`src/rtl/hsvrgb_pkg.sv`:
```
package hsvrgb_pkg;

  // Field widths
  localparam int HUE_W  = 14;
  localparam int PCT_W  = 7;
  localparam int RGB_W  = 16;
  localparam int CH_W   = 8;

  localparam int HUE_FRAC_BITS_DEF = 4;
  localparam int PCT_MAX           = 100;
  localparam int CH_MAX            = 255;

  // Pipeline stages
  localparam int NUM_STG   = 7;
  localparam int STG_WRAP  = 0;
  localparam int STG_SECT  = 1;
  localparam int STG_PROD  = 2;
  localparam int STG_SCALE = 3;
  localparam int STG_MIX   = 4;
  localparam int STG_RND   = 5;
  localparam int STG_OUT   = 6;

  // Hue wrap: 360 deg = 45 * 8, so the wrap is a mod-45 on the upper hue bits
  localparam int DEG_FRAC     = 3;
  localparam int HUE_MOD_ODD  = 45;
  localparam int UN_W         = 13;
  localparam int WRAP_SH      = 18;
  localparam int WRAP_RCP     = ((1 << WRAP_SH) + HUE_MOD_ODD - 1) / HUE_MOD_ODD;
  localparam int WQ_W         = 8;
  localparam int REM_W        = 6;
  localparam int DEG_W        = 9;
  localparam int DEG_PER_SECT = 60;
  localparam int DEGOFF_W     = 6;
  localparam int SEC_W        = 3;
  localparam int NUM_SECT     = 6;

  // Products and rounding; den = 600000 << frac bits, 2*den = 9375 << (frac + 7)
  localparam int    VS_W       = 14;
  localparam int    DEN_BASE   = 600000;
  localparam int    DEN_BASE_W = 20;
  localparam int    DEN_SH     = 7;
  localparam int    CHAN_SCALE = 510;
  localparam int    SCALE_W    = 9;
  localparam int    RND_ODD    = 9375;
  localparam int    QN_W       = 22;
  localparam int    RND_SH     = 37;
  localparam int    RND_RCP_W  = 24;
  localparam longint RND_RCP   = ((64'd1 << RND_SH) + RND_ODD - 1) / RND_ODD;
  localparam int    QCH_W      = 9;

  // Hue sectors
  localparam logic [SEC_W-1:0] SEC_R_TO_Y = 3'd0;
  localparam logic [SEC_W-1:0] SEC_Y_TO_G = 3'd1;
  localparam logic [SEC_W-1:0] SEC_G_TO_C = 3'd2;
  localparam logic [SEC_W-1:0] SEC_C_TO_B = 3'd3;
  localparam logic [SEC_W-1:0] SEC_B_TO_M = 3'd4;
  localparam logic [SEC_W-1:0] SEC_M_TO_R = 3'd5;

  // Channel slots
  localparam int NUM_CH = 3;
  localparam int CH_R   = 0;
  localparam int CH_G   = 1;
  localparam int CH_B   = 2;

  typedef struct packed {
    logic [NUM_STG-1:0] ld;
  } pipe_ctl_t;

endpackage

```
`src/rtl/hsvrgb_in_if.sv`:
```
interface hsvrgb_in_if;
  import hsvrgb_pkg::*;

  logic                    valid;
  logic                    ready;
  logic signed [HUE_W-1:0] hue;
  logic [PCT_W-1:0]        saturation;
  logic [PCT_W-1:0]        brightness;

  modport source (output valid, hue, saturation, brightness, input ready);
  modport sink   (input valid, hue, saturation, brightness, output ready);
endinterface

```
`src/rtl/hsvrgb_out_if.sv`:
```
interface hsvrgb_out_if;
  import hsvrgb_pkg::*;

  logic             valid;
  logic             ready;
  logic [RGB_W-1:0] rgb565;

  modport source (output valid, rgb565, input ready);
  modport sink   (input valid, rgb565, output ready);
endinterface

```
`src/rtl/hsvrgb_hue.sv`:
```
module hsvrgb_hue #(
  parameter int HUE_FRAC_BITS = hsvrgb_pkg::HUE_FRAC_BITS_DEF
) (
  input  logic                                clk,
  input  hsvrgb_pkg::pipe_ctl_t               ctl,
  input  logic signed [hsvrgb_pkg::HUE_W-1:0] hue,
  input  logic [hsvrgb_pkg::PCT_W-1:0]        saturation,
  input  logic [hsvrgb_pkg::PCT_W-1:0]        brightness,
  output logic [hsvrgb_pkg::SEC_W-1:0]        sector,
  output logic [$clog2((hsvrgb_pkg::DEG_PER_SECT << HUE_FRAC_BITS) + 1)-1:0] frac,
  output logic [hsvrgb_pkg::PCT_W-1:0]        sat,
  output logic [hsvrgb_pkg::PCT_W-1:0]        bri
);
  import hsvrgb_pkg::*;

  localparam int WSH      = HUE_FRAC_BITS + DEG_FRAC;
  localparam int SECT     = DEG_PER_SECT << HUE_FRAC_BITS;
  localparam int SECT_W   = $clog2(SECT + 1);
  localparam int U_SPAN   = 1 << (HUE_W - 1 - WSH);
  localparam int WRAP_OFF = HUE_MOD_ODD * ((U_SPAN + HUE_MOD_ODD - 1) / HUE_MOD_ODD);
  localparam logic [WSH-1:0] LOW_MASK = WSH'((1 << HUE_FRAC_BITS) - 1);

  function automatic logic [PCT_W-1:0] pct_clamp(input logic [PCT_W-1:0] p);
    return (p > PCT_W'(PCT_MAX)) ? PCT_W'(PCT_MAX) : p;
  endfunction

  // stage 0: split hue, upper part offset positive, reciprocal multiply by 1/45
  logic signed [HUE_W-1:0] hue_sh;
  logic [UN_W-1:0]         un;
  logic [2*UN_W-1:0]       wprod;
  logic [UN_W-1:0]         un_r;
  logic [WQ_W-1:0]         wq_r;
  logic [WSH-1:0]          low_r;
  logic [PCT_W-1:0]        sat0_r, bri0_r;

  assign hue_sh = hue >>> WSH;
  assign un     = UN_W'(hue_sh + HUE_W'(WRAP_OFF));
  assign wprod  = un * UN_W'(WRAP_RCP);

  always_ff @(posedge clk) begin
    if (ctl.ld[STG_WRAP]) begin
      un_r   <= un;
      wq_r   <= wprod[WRAP_SH +: WQ_W];
      low_r  <= hue[WSH-1:0];
      sat0_r <= pct_clamp(saturation);
      bri0_r <= pct_clamp(brightness);
    end
  end

  // stage 1: remainder gives whole degrees, then sector and ramp position
  logic [UN_W-1:0]     rem_full;
  logic [DEG_W-1:0]    deg;
  logic [SEC_W-1:0]    sec;
  logic [DEGOFF_W-1:0] degoff;
  logic [SECT_W-1:0]   off;
  logic [SECT_W-1:0]   frac_nxt;
  logic [SEC_W-1:0]    sector_r;
  logic [SECT_W-1:0]   frac_r;
  logic [PCT_W-1:0]    sat_r, bri_r;

  assign rem_full = un_r - UN_W'(wq_r) * UN_W'(HUE_MOD_ODD);
  assign deg      = {rem_full[REM_W-1:0], low_r[WSH-1 -: DEG_FRAC]};

  always_comb begin
    sec = '0;
    for (int k = 1; k < NUM_SECT; k++) begin
      if (deg >= DEG_W'(k * DEG_PER_SECT)) begin
        sec = SEC_W'(k);
      end
    end
  end

  assign degoff   = DEGOFF_W'(deg - DEG_W'(sec) * DEG_W'(DEG_PER_SECT));
  assign off      = (SECT_W'(degoff) << HUE_FRAC_BITS) | SECT_W'(low_r & LOW_MASK);
  // falling ramp in odd sectors
  assign frac_nxt = sec[0] ? (SECT_W'(SECT) - off) : off;

  always_ff @(posedge clk) begin
    if (ctl.ld[STG_SECT]) begin
      sector_r <= sec;
      frac_r   <= frac_nxt;
      sat_r    <= sat0_r;
      bri_r    <= bri0_r;
    end
  end

  assign sector = sector_r;
  assign frac   = frac_r;
  assign sat    = sat_r;
  assign bri    = bri_r;

endmodule

```
`src/rtl/hsvrgb_mix.sv`:
```
module hsvrgb_mix #(
  parameter int HUE_FRAC_BITS = hsvrgb_pkg::HUE_FRAC_BITS_DEF
) (
  input  logic                         clk,
  input  hsvrgb_pkg::pipe_ctl_t        ctl,
  input  logic [hsvrgb_pkg::SEC_W-1:0] sector,
  input  logic [$clog2((hsvrgb_pkg::DEG_PER_SECT << HUE_FRAC_BITS) + 1)-1:0] frac,
  input  logic [hsvrgb_pkg::PCT_W-1:0] sat,
  input  logic [hsvrgb_pkg::PCT_W-1:0] bri,
  output logic [hsvrgb_pkg::NUM_CH-1:0][hsvrgb_pkg::DEN_BASE_W+HUE_FRAC_BITS-1:0] chan_num
);
  import hsvrgb_pkg::*;

  localparam int SECT   = DEG_PER_SECT << HUE_FRAC_BITS;
  localparam int SECT_W = $clog2(SECT + 1);
  localparam int DEN_W  = DEN_BASE_W + HUE_FRAC_BITS;

  // stage 2: v*s and v*(100-s)
  logic [VS_W-1:0]   vs_r, vm_r;
  logic [SEC_W-1:0]  sec2_r;
  logic [SECT_W-1:0] frac2_r;

  always_ff @(posedge clk) begin
    if (ctl.ld[STG_PROD]) begin
      vs_r    <= VS_W'(bri) * VS_W'(sat);
      vm_r    <= VS_W'(bri) * VS_W'(PCT_W'(PCT_MAX) - sat);
      sec2_r  <= sector;
      frac2_r <= frac;
    end
  end

  // stage 3: chroma, ramp and offset numerators over den
  logic [DEN_W-1:0] cn_r, xn_r, mn_r;
  logic [SEC_W-1:0] sec3_r;

  always_ff @(posedge clk) begin
    if (ctl.ld[STG_SCALE]) begin
      cn_r   <= DEN_W'(vs_r) * DEN_W'(SECT);
      xn_r   <= DEN_W'(vs_r) * DEN_W'(frac2_r);
      mn_r   <= DEN_W'(vm_r) * DEN_W'(SECT);
      sec3_r <= sec2_r;
    end
  end

  // stage 4: place c and x by sector, add m
  logic [DEN_W-1:0] rsel, gsel, bsel;
  logic [NUM_CH-1:0][DEN_W-1:0] num_r;

  always_comb begin
    rsel = '0;
    gsel = '0;
    bsel = '0;
    case (sec3_r)
      SEC_R_TO_Y: begin rsel = cn_r; gsel = xn_r; end
      SEC_Y_TO_G: begin rsel = xn_r; gsel = cn_r; end
      SEC_G_TO_C: begin gsel = cn_r; bsel = xn_r; end
      SEC_C_TO_B: begin gsel = xn_r; bsel = cn_r; end
      SEC_B_TO_M: begin rsel = xn_r; bsel = cn_r; end
      SEC_M_TO_R: begin rsel = cn_r; bsel = xn_r; end
      default: begin rsel = cn_r; bsel = xn_r; end
    endcase
  end

  always_ff @(posedge clk) begin
    if (ctl.ld[STG_MIX]) begin
      num_r[CH_R] <= rsel + mn_r;
      num_r[CH_G] <= gsel + mn_r;
      num_r[CH_B] <= bsel + mn_r;
    end
  end

  assign chan_num = num_r;

endmodule

```
`src/rtl/hsvrgb_quant.sv`:
```
module hsvrgb_quant #(
  parameter int HUE_FRAC_BITS = hsvrgb_pkg::HUE_FRAC_BITS_DEF
) (
  input  logic                  clk,
  input  hsvrgb_pkg::pipe_ctl_t ctl,
  input  logic [hsvrgb_pkg::NUM_CH-1:0][hsvrgb_pkg::DEN_BASE_W+HUE_FRAC_BITS-1:0] chan_num,
  output logic [hsvrgb_pkg::RGB_W-1:0] rgb565
);
  import hsvrgb_pkg::*;

  localparam int     DEN_W  = DEN_BASE_W + HUE_FRAC_BITS;
  localparam int     P_W    = DEN_W + SCALE_W;
  localparam longint DEN    = longint'(DEN_BASE) << HUE_FRAC_BITS;
  localparam int     PSH    = HUE_FRAC_BITS + DEN_SH;
  localparam int     PROD_W = QN_W + RND_RCP_W;

  // stage 5: 510*num + den, drop the power-of-two part of 2*den
  logic [NUM_CH-1:0][P_W-1:0]  pnum;
  logic [NUM_CH-1:0][QN_W-1:0] qn_r;

  always_comb begin
    for (int c = 0; c < NUM_CH; c++) begin
      pnum[c] = P_W'(chan_num[c]) * P_W'(CHAN_SCALE) + P_W'(DEN);
    end
  end

  always_ff @(posedge clk) begin
    if (ctl.ld[STG_RND]) begin
      for (int c = 0; c < NUM_CH; c++) begin
        qn_r[c] <= QN_W'(pnum[c] >> PSH);
      end
    end
  end

  // stage 6: divide by 9375 via reciprocal (exact over the qn range), pack
  logic [NUM_CH-1:0][PROD_W-1:0] prod;
  logic [NUM_CH-1:0][QCH_W-1:0]  q9;
  logic [NUM_CH-1:0][CH_W-1:0]   ch8;
  logic [RGB_W-1:0]              rgb_r;

  always_comb begin
    for (int c = 0; c < NUM_CH; c++) begin
      prod[c] = PROD_W'(qn_r[c]) * PROD_W'(RND_RCP);
      q9[c]   = prod[c][RND_SH +: QCH_W];
      ch8[c]  = (q9[c] > QCH_W'(CH_MAX)) ? CH_W'(CH_MAX) : q9[c][CH_W-1:0];
    end
  end

  always_ff @(posedge clk) begin
    if (ctl.ld[STG_OUT]) begin
      rgb_r <= {ch8[CH_R][CH_W-1:3], ch8[CH_G][CH_W-1:2], ch8[CH_B][CH_W-1:3]};
    end
  end

  assign rgb565 = rgb_r;

endmodule

```
`src/rtl/hsv_to_rgb565.sv`:
```
// HSV to RGB565 color converter.
// in_hsv (sink): one request per color, hue in 1/2^HUE_FRAC_BITS degree units
//   (signed, any value, wrapped into 0..360 deg), saturation and brightness
//   in percent (values above 100 read as 100).
// out_rgb (source): one packed RGB565 word per request, in request order.
// Both channels use valid/ready; a transfer happens when both are high.
// Path: an accepted request moves in order through seven register stages
//   (hue wrap, sector, v*s, numerators, mix, rounding, output reg), each
//   holding one request; the output reg drives out_rgb.valid. Throughput:
//   one request per clock while out_rgb.ready does not stall the pipe.
// Stalls: per-stage ready chain. A stage loads when it is empty or the next
//   stage loads, so bubbles close up and in_hsv.ready stays high until all
//   seven stages hold a request behind a stalled out_rgb.ready.
// Reset: synchronous, active-low rst_n clears all stage valid bits; the
//   datapath registers are not reset. No configuration and no retained state.
// Rounding: each 8-bit channel is exact round-half-up of (chan + m) * 255,
//   then red/blue keep 5 MSBs and green keeps 6 MSBs.
module hsv_to_rgb565 #(
  parameter int HUE_FRAC_BITS = hsvrgb_pkg::HUE_FRAC_BITS_DEF
) (
  input  logic        clk,
  input  logic        rst_n,
  hsvrgb_in_if.sink   in_hsv,
  hsvrgb_out_if.source out_rgb
);
  import hsvrgb_pkg::*;

  localparam int SECT_W = $clog2((DEG_PER_SECT << HUE_FRAC_BITS) + 1);
  localparam int DEN_W  = DEN_BASE_W + HUE_FRAC_BITS;
  localparam int LAST   = NUM_STG - 1;

  // stage valid bits and load enables
  logic [NUM_STG-1:0] vld_r;
  logic [NUM_STG-1:0] ld;
  pipe_ctl_t          ctl;

  always_comb begin
    ld[LAST] = !vld_r[LAST] || out_rgb.ready;
    for (int k = LAST - 1; k >= 0; k--) begin
      ld[k] = !vld_r[k] || ld[k+1];
    end
  end

  assign ctl.ld       = ld;
  assign in_hsv.ready = ld[0];
  assign out_rgb.valid = vld_r[LAST];

  always_ff @(posedge clk) begin
    if (!rst_n) begin
      vld_r <= '0;
    end else begin
      if (ld[0]) begin
        vld_r[0] <= in_hsv.valid;
      end
      for (int k = 1; k < NUM_STG; k++) begin
        if (ld[k]) begin
          vld_r[k] <= vld_r[k-1];
        end
      end
    end
  end

  // datapath
  logic [SEC_W-1:0]                sector;
  logic [SECT_W-1:0]               frac;
  logic [PCT_W-1:0]                sat, bri;
  logic [NUM_CH-1:0][DEN_W-1:0]    chan_num;
  logic [RGB_W-1:0]                rgb565;

  hsvrgb_hue #(.HUE_FRAC_BITS(HUE_FRAC_BITS)) u_hue (
    .clk        (clk),
    .ctl        (ctl),
    .hue        (in_hsv.hue),
    .saturation (in_hsv.saturation),
    .brightness (in_hsv.brightness),
    .sector     (sector),
    .frac       (frac),
    .sat        (sat),
    .bri        (bri)
  );

  hsvrgb_mix #(.HUE_FRAC_BITS(HUE_FRAC_BITS)) u_mix (
    .clk      (clk),
    .ctl      (ctl),
    .sector   (sector),
    .frac     (frac),
    .sat      (sat),
    .bri      (bri),
    .chan_num (chan_num)
  );

  hsvrgb_quant #(.HUE_FRAC_BITS(HUE_FRAC_BITS)) u_quant (
    .clk      (clk),
    .ctl      (ctl),
    .chan_num (chan_num),
    .rgb565   (rgb565)
  );

  assign out_rgb.rgb565 = rgb565;

  // a stage only holds back while it carries a request
  a_stall_only_full: assert property (@(posedge clk) disable iff (!rst_n)
    (~ld & ~vld_r) == '0)
    else $error("stage stalled while empty");

  // an empty output stage means the whole pipe can take a request
  a_ready_when_drained: assert property (@(posedge clk) disable iff (!rst_n)
    !vld_r[LAST] |-> in_hsv.ready)
    else $error("input blocked with empty output stage");

  // accepted request shows up in the first stage
  a_enter: assert property (@(posedge clk) disable iff (!rst_n)
    (in_hsv.valid && in_hsv.ready) |=> vld_r[0])
    else $error("accepted request lost at entry");

  // after the output moves, it carries what the previous stage held
  a_advance: assert property (@(posedge clk) disable iff (!rst_n)
    (vld_r[LAST] && out_rgb.ready) |=> (vld_r[LAST] == $past(vld_r[LAST-1])))
    else $error("output stage did not advance");

endmodule

```
`src/flat_wrapper.sv`:
```
// flat-port wrapper written by rule: the top's interface ports become plain ports
module hsv_to_rgb565_flat import hsvrgb_pkg::*;
#(
  parameter int HUE_FRAC_BITS = hsvrgb_pkg::HUE_FRAC_BITS_DEF
)
  (clk, rst_n, in_hsv_valid, in_hsv_hue, in_hsv_saturation, in_hsv_brightness, in_hsv_ready, out_rgb_valid, out_rgb_rgb565, out_rgb_ready);
  hsvrgb_in_if in_hsv_i ();
  hsvrgb_out_if out_rgb_i ();
  input  logic clk;
  input  logic rst_n;
  input wire logic [$bits(in_hsv_i.valid)-1:0] in_hsv_valid;
  input wire logic [$bits(in_hsv_i.hue)-1:0] in_hsv_hue;
  input wire logic [$bits(in_hsv_i.saturation)-1:0] in_hsv_saturation;
  input wire logic [$bits(in_hsv_i.brightness)-1:0] in_hsv_brightness;
  output wire logic [$bits(in_hsv_i.ready)-1:0] in_hsv_ready;
  output wire logic [$bits(out_rgb_i.valid)-1:0] out_rgb_valid;
  output wire logic [$bits(out_rgb_i.rgb565)-1:0] out_rgb_rgb565;
  input wire logic [$bits(out_rgb_i.ready)-1:0] out_rgb_ready;
  assign in_hsv_i.valid = in_hsv_valid;
  assign in_hsv_i.hue = in_hsv_hue;
  assign in_hsv_i.saturation = in_hsv_saturation;
  assign in_hsv_i.brightness = in_hsv_brightness;
  assign in_hsv_ready = in_hsv_i.ready;
  assign out_rgb_valid = out_rgb_i.valid;
  assign out_rgb_rgb565 = out_rgb_i.rgb565;
  assign out_rgb_i.ready = out_rgb_ready;
  hsv_to_rgb565 #(.HUE_FRAC_BITS(HUE_FRAC_BITS)) u_core (.clk(clk), .rst_n(rst_n), .in_hsv(in_hsv_i), .out_rgb(out_rgb_i));
endmodule
```
`config.mk`:
```
export PLATFORM = sky130hd
export DESIGN_NAME = hsv_to_rgb565_flat
export DESIGN_NICKNAME = d
export VERILOG_FILES = /design/src/rtl/hsvrgb_pkg.sv /design/src/rtl/hsvrgb_in_if.sv /design/src/rtl/hsvrgb_out_if.sv /design/src/rtl/hsvrgb_hue.sv /design/src/rtl/hsvrgb_mix.sv /design/src/rtl/hsvrgb_quant.sv /design/src/rtl/hsv_to_rgb565.sv /design/src/flat_wrapper.sv
export SDC_FILE = /design/constraint.sdc
export NUM_CORES = 2
export LEC_CHECK = 0
export ABC_AREA = 1
export BUFFER_PORTS_ARGS = -buffer_cell sky130_fd_sc_hd__buf_2
export CORE_MARGIN = 3
export CORE_UTILIZATION = 65
export CTS_CLUSTER_SIZE = 10
export DETAILED_ROUTE_END_ITERATION = 16
export GPL_TIMING_DRIVEN = 0
export PLACE_DENSITY = 0.81
export RECOVER_POWER = 50
export SLEW_MARGIN = 10
export SYNTH_ARGS = -nofsm -noshare
export SYNTH_HDL_FRONTEND = slang
export SYNTH_HIERARCHICAL = 1
export SYNTH_SLANG_ARGS = --single-unit
```
`constraint.sdc`:
```
create_clock -name clk -period 7.7 [get_ports clk]
set_input_delay 1.925 -clock clk [delete_from_list [all_inputs] [get_ports clk]]
set_output_delay 1.925 -clock clk [all_outputs]
set_load 0.02 [all_outputs]
```
## Yosys cells after proc, flatten, opt, wreduce, memory -nomap -nowiden

Index checks and enable logic that the tools add are counted.

| operators by class | value |
|---|---|
| muxes and demuxes | 9 |
| $add $sub $neg | 11 |
| bitwise operators | 1 |
| multipliers | 14 |
| magnitude comparators | 10 |
| reductions and logical operators | 21 |
| equality and inequality tests | 4 |

Operators with widths:

| cell | count |
|---|---|
| one-hot mux 24 bit (2 select lines) | 3 |
| multiplier 22 x 22 -> 44 bit, second input constant | 3 |
| adder 33 x 24 -> 33 bit, second input constant | 3 |
| multiplier 24 x 8 -> 32 bit, second input constant | 3 |
| adder 24 bit | 3 |
| multiplier 14 x 4 -> 18 bit, second input constant | 2 |
| greater-than comparator 9 x 8 -> 1 bit, second input constant | 3 |
| multiplier 13 x 12 -> 25 bit, second input constant | 1 |
| multiplier 14 x 10 -> 24 bit | 1 |
| >= comparator 9 x 8 -> 1 bit, second input constant | 2 |
| greater-than comparator 7 bit, second input constant | 2 |
| multiplier 7 x 7 -> 14 bit | 1 |
| multiplier 8 x 8 -> 14 bit | 1 |
| two-way mux 3 bit | 4 |
| OR reduction 2 bit | 6 |
| subtractor 6 bit | 2 |
| two-way mux 10 bit | 1 |
| OR 10 x 4 -> 10 bit | 1 |
| subtractor 10 bit, first input constant | 1 |
| adder 7 x 8 -> 9 bit, second input constant | 1 |
| >= comparator 9 x 6 -> 1 bit, second input constant | 1 |
| >= comparator 9 x 7 -> 1 bit, second input constant | 1 |
| >= comparator 9 bit, second input constant | 1 |
| multiplier 8 x 6 -> 6 bit, second input constant | 1 |
| other kinds (9) | 22 |

| word-level totals | value |
|---|---|
| output and inout bits | 18 |
| input port bits | 32 |
| logic and storage cells | 103 |
| register bits after elaboration | 327 |

## Logic depth before layout (Yosys ltp)

| depth | value |
|---|---|
| depth after elaboration | 13 |
| gate-level depth with buffers | 38 |
| gate-level depth less buffers | 37 |

## By module

The synthesis kept the hierarchy.

By module, submodules not included:

| module | instances | cells each | area an instance (um^2) | sequential area each (um^2) |
|---|---|---|---|---|
| hsvrgb_quant | 1 | 5,199 | 44,635.3 | 2,462.4 |
| hsvrgb_mix | 1 | 2,478 | 20,297.0 | 5,225.0 |
| hsvrgb_hue | 1 | 469 | 4,657.0 | 1,771.7 |
| hsv_to_rgb565 | 1 | 33 | 287.8 | 140.1 |

## Least setup slack after synthesis

OpenSTA, ideal clock, no wires.

| timing | value |
|---|---|
| path type | input to register |
| start point | input port in_hsv_hue[10] |
| end point | register u_core.u_hue.wq_r[3], data pin |
| data required time | 7.448 ns |
| path buffers | 0 |
| setup time | 0.252 ns |
| slack | 1.681 ns |
| arrival time | 5.767 ns |
| stages | 23 |
| cells stage by stage | nor2_1 -> nand2_1 -> nand2_1 -> xnor2_1 -> inv_1 -> ha_1 -> fa_1 -> inv_1 -> fa_1 -> inv_1 -> fa_1 -> ha_1 -> ha_1 -> a21oi_1 -> o21ai_0 -> a21oi_1 -> nand2_1 -> nand2_1 -> nand2_1 -> nand2_1 -> nand2_1 -> nand2_1 -> nand2_1 |

| on the way | value |
|---|---|
| word-level cells in the longest chain between the ends | 2 |

RTL lines:

| item | line | text |
|---|---|---|
| start, declared | flat_wrapper.sv:12 | `input wire logic [$bits(in_hsv_i.hue)-1:0] in_hsv_hue;` |
| adder 7 x 8 -> 9 bit | hsvrgb_hue.sv:37 | `assign un = UN_W'(hue_sh + HUE_W'(WRAP_OFF));` |
| multiplier 13 x 12 -> 25 bit | hsvrgb_hue.sv:38 | `assign wprod = un * UN_W'(WRAP_RCP);` |
| net u_core.u_hue.wprod[21] | hsvrgb_hue.sv:30 | `logic [2*UN_W-1:0] wprod;` |
| end signal, assigned | hsvrgb_hue.sv:43 | `wq_r <= wprod[WRAP_SH +: WQ_W];` |
| end, declared | hsvrgb_hue.sv:32 | `logic [WQ_W-1:0] wq_r;` |

The timed path passes the listed nets, and every way through them passes these cells.
A chain may end at the register's enable or synchronous reset.

## Worst setup path in the final report

| timing | value |
|---|---|
| start point | register u_core/u_quant/qn_r[52] (netlist bit) |
| end point | register u_core.u_quant.rgb_r[2], in the netlist u_core/u_quant/rgb565[2], data pin |

| on the way | value |
|---|---|
| word-level cells in the longest chain between the ends | 2 |

RTL lines:

| item | line | text |
|---|---|---|
| start, declared | hsvrgb_quant.sv:19 | `logic [NUM_CH-1:0][QN_W-1:0] qn_r;` |
| start signal, assigned by index | hsvrgb_quant.sv:30 | `qn_r[c] <= QN_W'(pnum[c] >> PSH);` |
| multiplier 22 x 22 -> 44 bit (*) | hsvrgb_quant.sv:43 | `prod[c] = PROD_W'(qn_r[c]) * PROD_W'(RND_RCP);` |
| greater-than comparator 9 x 8 -> 1 bit | hsvrgb_quant.sv:45 | `ch8[c] = (q9[c] > QCH_W'(CH_MAX)) ? CH_W'(CH_MAX) : q9[c][CH_W-1:0];` |
| end signal, assigned | hsvrgb_quant.sv:51 | `rgb_r <= {ch8[CH_R][CH_W-1:3], ch8[CH_G][CH_W-1:2], ch8[CH_B][CH_W-1:3]};` |
| end, declared | hsvrgb_quant.sv:39 | `logic [RGB_W-1:0] rgb_r;` |

Every way passes the cells marked *; elsewhere a longest branch is shown, timed or not.

==> impl_metrics.yaml <==
synthesis:
  yosys-top-cells-count: "2,130 x inv_1, 1,633 x nand2_1, 1,154 x fa_1"
  syn_area_um2: 69900
  synth_edf_count: 315
  synth-seq-cells: 322
  synth-seq-area-share_pct: 13.7
  async_flop_share_pct: 0
  syn_avg_cell_area_um2: 8.54
  synth_most_common_cell: "inv_1"
  synth_top_area_share_pct: 33.1
  synth-main-ff-cell: "edfxtp_1"
  synthesis.instances: 8179
  ys_warn_count: 6
  syn_nets: 10300
  synth_area_leaders: "fa_1 33%, ha_1 17%, edfxtp_1 14%"
  synth_cell_types: 66
  yosys.area.top_type: "fa_1"
timing:
  max_freq_mhz: 151
  setup_viol: 0
  worst_pin_slew_ns: 3.28
  final.setup.tns_ns: 0
  period_needed_ns: 6.64
  drv_slew: 150
  hold_violations: 0
  relSlewSlack_pct: -119
  fin_skew_ns: 0.0405
  rsz0062_at_grt: "no"
  fin_crit_sh_pct: 86.3
placed_design:
  post_dp_cell_area_um2: 71900
  gp_congestion: 0.975
  post-dp-hpwl_mm: 143
  port_buffers: 49
critical_path:
  worstPathRequired_ns: 8.04
  crit_path_start_kind: "flip-flop"
  critPathKind: "reg -> reg"
  rr_worst_depth: 20
  worstPathArrival_ns: 6.98
  end_kind: "flip-flop"
  r2r-start: "u_core/u_quant/qn_r[52]$_DFFE_PP_"
  r2r_setup_slack_ns: 1.06
  crit_fanout: 6
  reg2reg_to: "u_core/u_quant/rgb565[2]$_SDFFCE_PN1P_"
cells_and_area:
  syn_to_final_growth_pct: 4.51
  design_area_um2: 73000
  n_fill_cell: 8358
  drive_gt1_share_pct: 3.25
  nNetsFinal: 10400
  final_core_utilization_pct: 68.9
  antennaDiodeCount: 0
clocking:
  cts_tree: "done"
  cts_root_buf: "clkbuf_16"
  clock_latency_ns: 0.61
  clkSinkCount: 322
  cts_buffer_depth: 3
  cts_resized: 0
  cts_hold_buf: 0
  cts_buffers: 43
  postCtsSetupBuffers: 0
  path_clk_slew_ns: 0.06
  htree_levels: 2
outcome:
  violations: "max-capacitance violations, max-slew violations"
  status: "finished, violations left"
floorplanning:
  chipHeight_um: 334
  rows: 119
  ioPinCount: 50
  dieArea_um2: 111000
  start_util_pct: 65.9
  core_area_um2: 106000
  die_x_um: 334
grt:
  grt_pass1_wl_mm: 272
  antenna_found_initial: 0
  grt_pass1_vias: 55600
  grt-ovfl-total: 0
  grt_max_degree: 64
  grt_usage_pct: 30.1
job:
  max_cap_violations: 3
detailed_routing:
  dr.pass1.iters: 6
  routed_via_density: 5.45
  wl_mm: 162
  drc: 0
  postRouteAntennaNets: 0
  drt_iter0_markers: 3084
  vias: 52800
  wl_per_cell_um: 16.8
min_path:
  hold_end: "u_core/u_mix/frac2_r[1]$_DFFE_PP_"
  min-delay-start: "u_core/u_hue/frac[1]$_DFFE_PP_"
  min_path_cells: 0
  hold_class: "reg -> reg"
## cell usage in the layout, fill, tap and decap left out, drive strengths merged, types with 2 or more instances in the layout
| cell | synthesis | layout |
|---|---|---|
| a211oi | 7 | 7 |
| a21boi | 4 | 4 |
| a21o | 30 | 30 |
| a21oi | 312 | 312 |
| a31oi | 20 | 20 |
| and2 | 10 | 10 |
| and3 | 5 | 5 |
| buf | 18 | 37 |
| clkbuf | 34 | 116 |
| clkinv | 4 | 18 |
| clkinvlp | 0 | 2 |
| dfxtp | 7 | 7 |
| edfxtp | 315 | 315 |
| fa | 1154 | 1154 |
| ha | 961 | 961 |
| inv | 2160 | 2161 |
| nand2 | 1693 | 1693 |
| nand2b | 2 | 2 |
| nand3 | 341 | 341 |
| nand3b | 30 | 30 |
| nand4 | 86 | 86 |
| nor2 | 471 | 471 |
| nor3 | 51 | 51 |
| nor4 | 18 | 18 |
| nor4b | 2 | 2 |
| o2111ai | 3 | 3 |
| o211ai | 5 | 5 |
| o21a | 9 | 9 |
| o21ai | 148 | 148 |
| o21bai | 28 | 28 |
| o221ai | 4 | 4 |
| o22ai | 51 | 51 |
| o31ai | 4 | 4 |
| or2 | 10 | 10 |
| xnor2 | 46 | 46 |
| xor2 | 129 | 129 |
## state kept, by name, indices dropped and copies added, names as in the netlist, 10 cells and up
signal	cells
u_core/u_mix/xn_r	24
u_core/u_quant/rgb565	16
u_core/u_quant/qn_r	66
u_core/u_hue/frac	10
u_core/u_mix/chan_num	72
u_core/u_mix/frac2_r	10
u_core/u_mix/cn_r	17
u_core/u_mix/mn_r	18
u_core/u_mix/vm_r	13
u_core/u_mix/vs_r	14
## worst max-delay path by stage
stage | cells after the start | end | start
finish | 20 | u_core/u_quant/rgb565[2]$_SDFFCE_PN1P_ | u_core/u_quant/qn_r[52]$_DFFE_PP_
global route | 19 | u_core/u_quant/rgb565[10]$_SDFFCE_PN1P_ | u_core/u_quant/qn_r[31]$_DFFE_PP_
CTS | 19 | u_core/u_quant/rgb565[10]$_SDFFCE_PN1P_ | u_core/u_quant/qn_r[31]$_DFFE_PP_
detailed placement | 19 | u_core/u_quant/rgb565[5]$_SDFFCE_PN1P_ | u_core/u_quant/qn_r[31]$_DFFE_PP_
global placement | 6 | in_hsv_ready | out_rgb_ready
floorplan | 23 | u_core/u_hue/wq_r[3]$_DFFE_PP_ | in_hsv_hue[10]
## cell families after synthesis
logic type | after synthesis | synth area share, %
xor+xnor | 175 | 2.23
simple gates | 2720 | 16.7
buf+inv | 2216 | 12.0
fa+ha+maj | 2115 | 50.3
flops | 322 | 13.7
compound gates | 631 | 5.10
## area by class of cell
class                   count  area (um^2)  share of cell area [%]
multi-input cells        5641        51900                    71.0
flip-flops and latches    322         9600                    13.1
inverters                2164         8130                    11.1
well taps                1391         1740                    2.38
clock buffers              49         1100                    1.50
plain buffers              52          256                   0.351
repair buffers             52          226                   0.310
clock inverters            17          115                   0.158
## per-layer routing
| layer | up-vias | GRT usage (%) | share of wire [%] |
|---|---|---|---|
| met2 | 1450 | 53.9 | 51 |
| met5 | - | 0 | 0 |
| met4 | 0 | 9.27 | 3.3 |
| li1 | 25400 | - | - |
| met3 | 317 | 3.81 | 4.9 |
| met1 | 25600 | 38.2 | 41 |
## critical path, cell delays in order (launching register included)
cell	delay (ns)
edfxtp_1	0.60
inv_1	0.17
fa_1	0.64
fa_1	0.48
fa_1	0.54
inv_1	0.05
fa_1	0.49
fa_1	0.43
fa_1	0.52
fa_1	0.47
ha_1	0.37
inv_1	0.05
nor2_1	0.24
nand2_1	0.15
nor2_1	0.17
nand3_1	0.13
nor4b_1	0.28
o211ai_1	0.18
nand3_1	0.20
xor2_1	0.15
nand2_1	0.06
## per-stage QoR
| stage | setup WS [ns] | hold slack (ns) | std cells |
|---|---|---|---|
| 5_1_grt | 0.732 | 0.419 | 9688 |
| 2_1_floorplan | 1.68 | 0.400 | 8179 |
| 3_5_place_dp | 1.04 | 0.406 | 9622 |
| 3_3_place_gp | 0.665 | 0.401 | 9619 |
| 4_1_cts | 1.05 | 0.415 | 9688 |
| 6_report | 1.06 | 0.415 | 9688 |
Power is left out: the tool's default activity adds up to more than one toggle a clock period on the data nets, which glitch-free logic cannot reach.
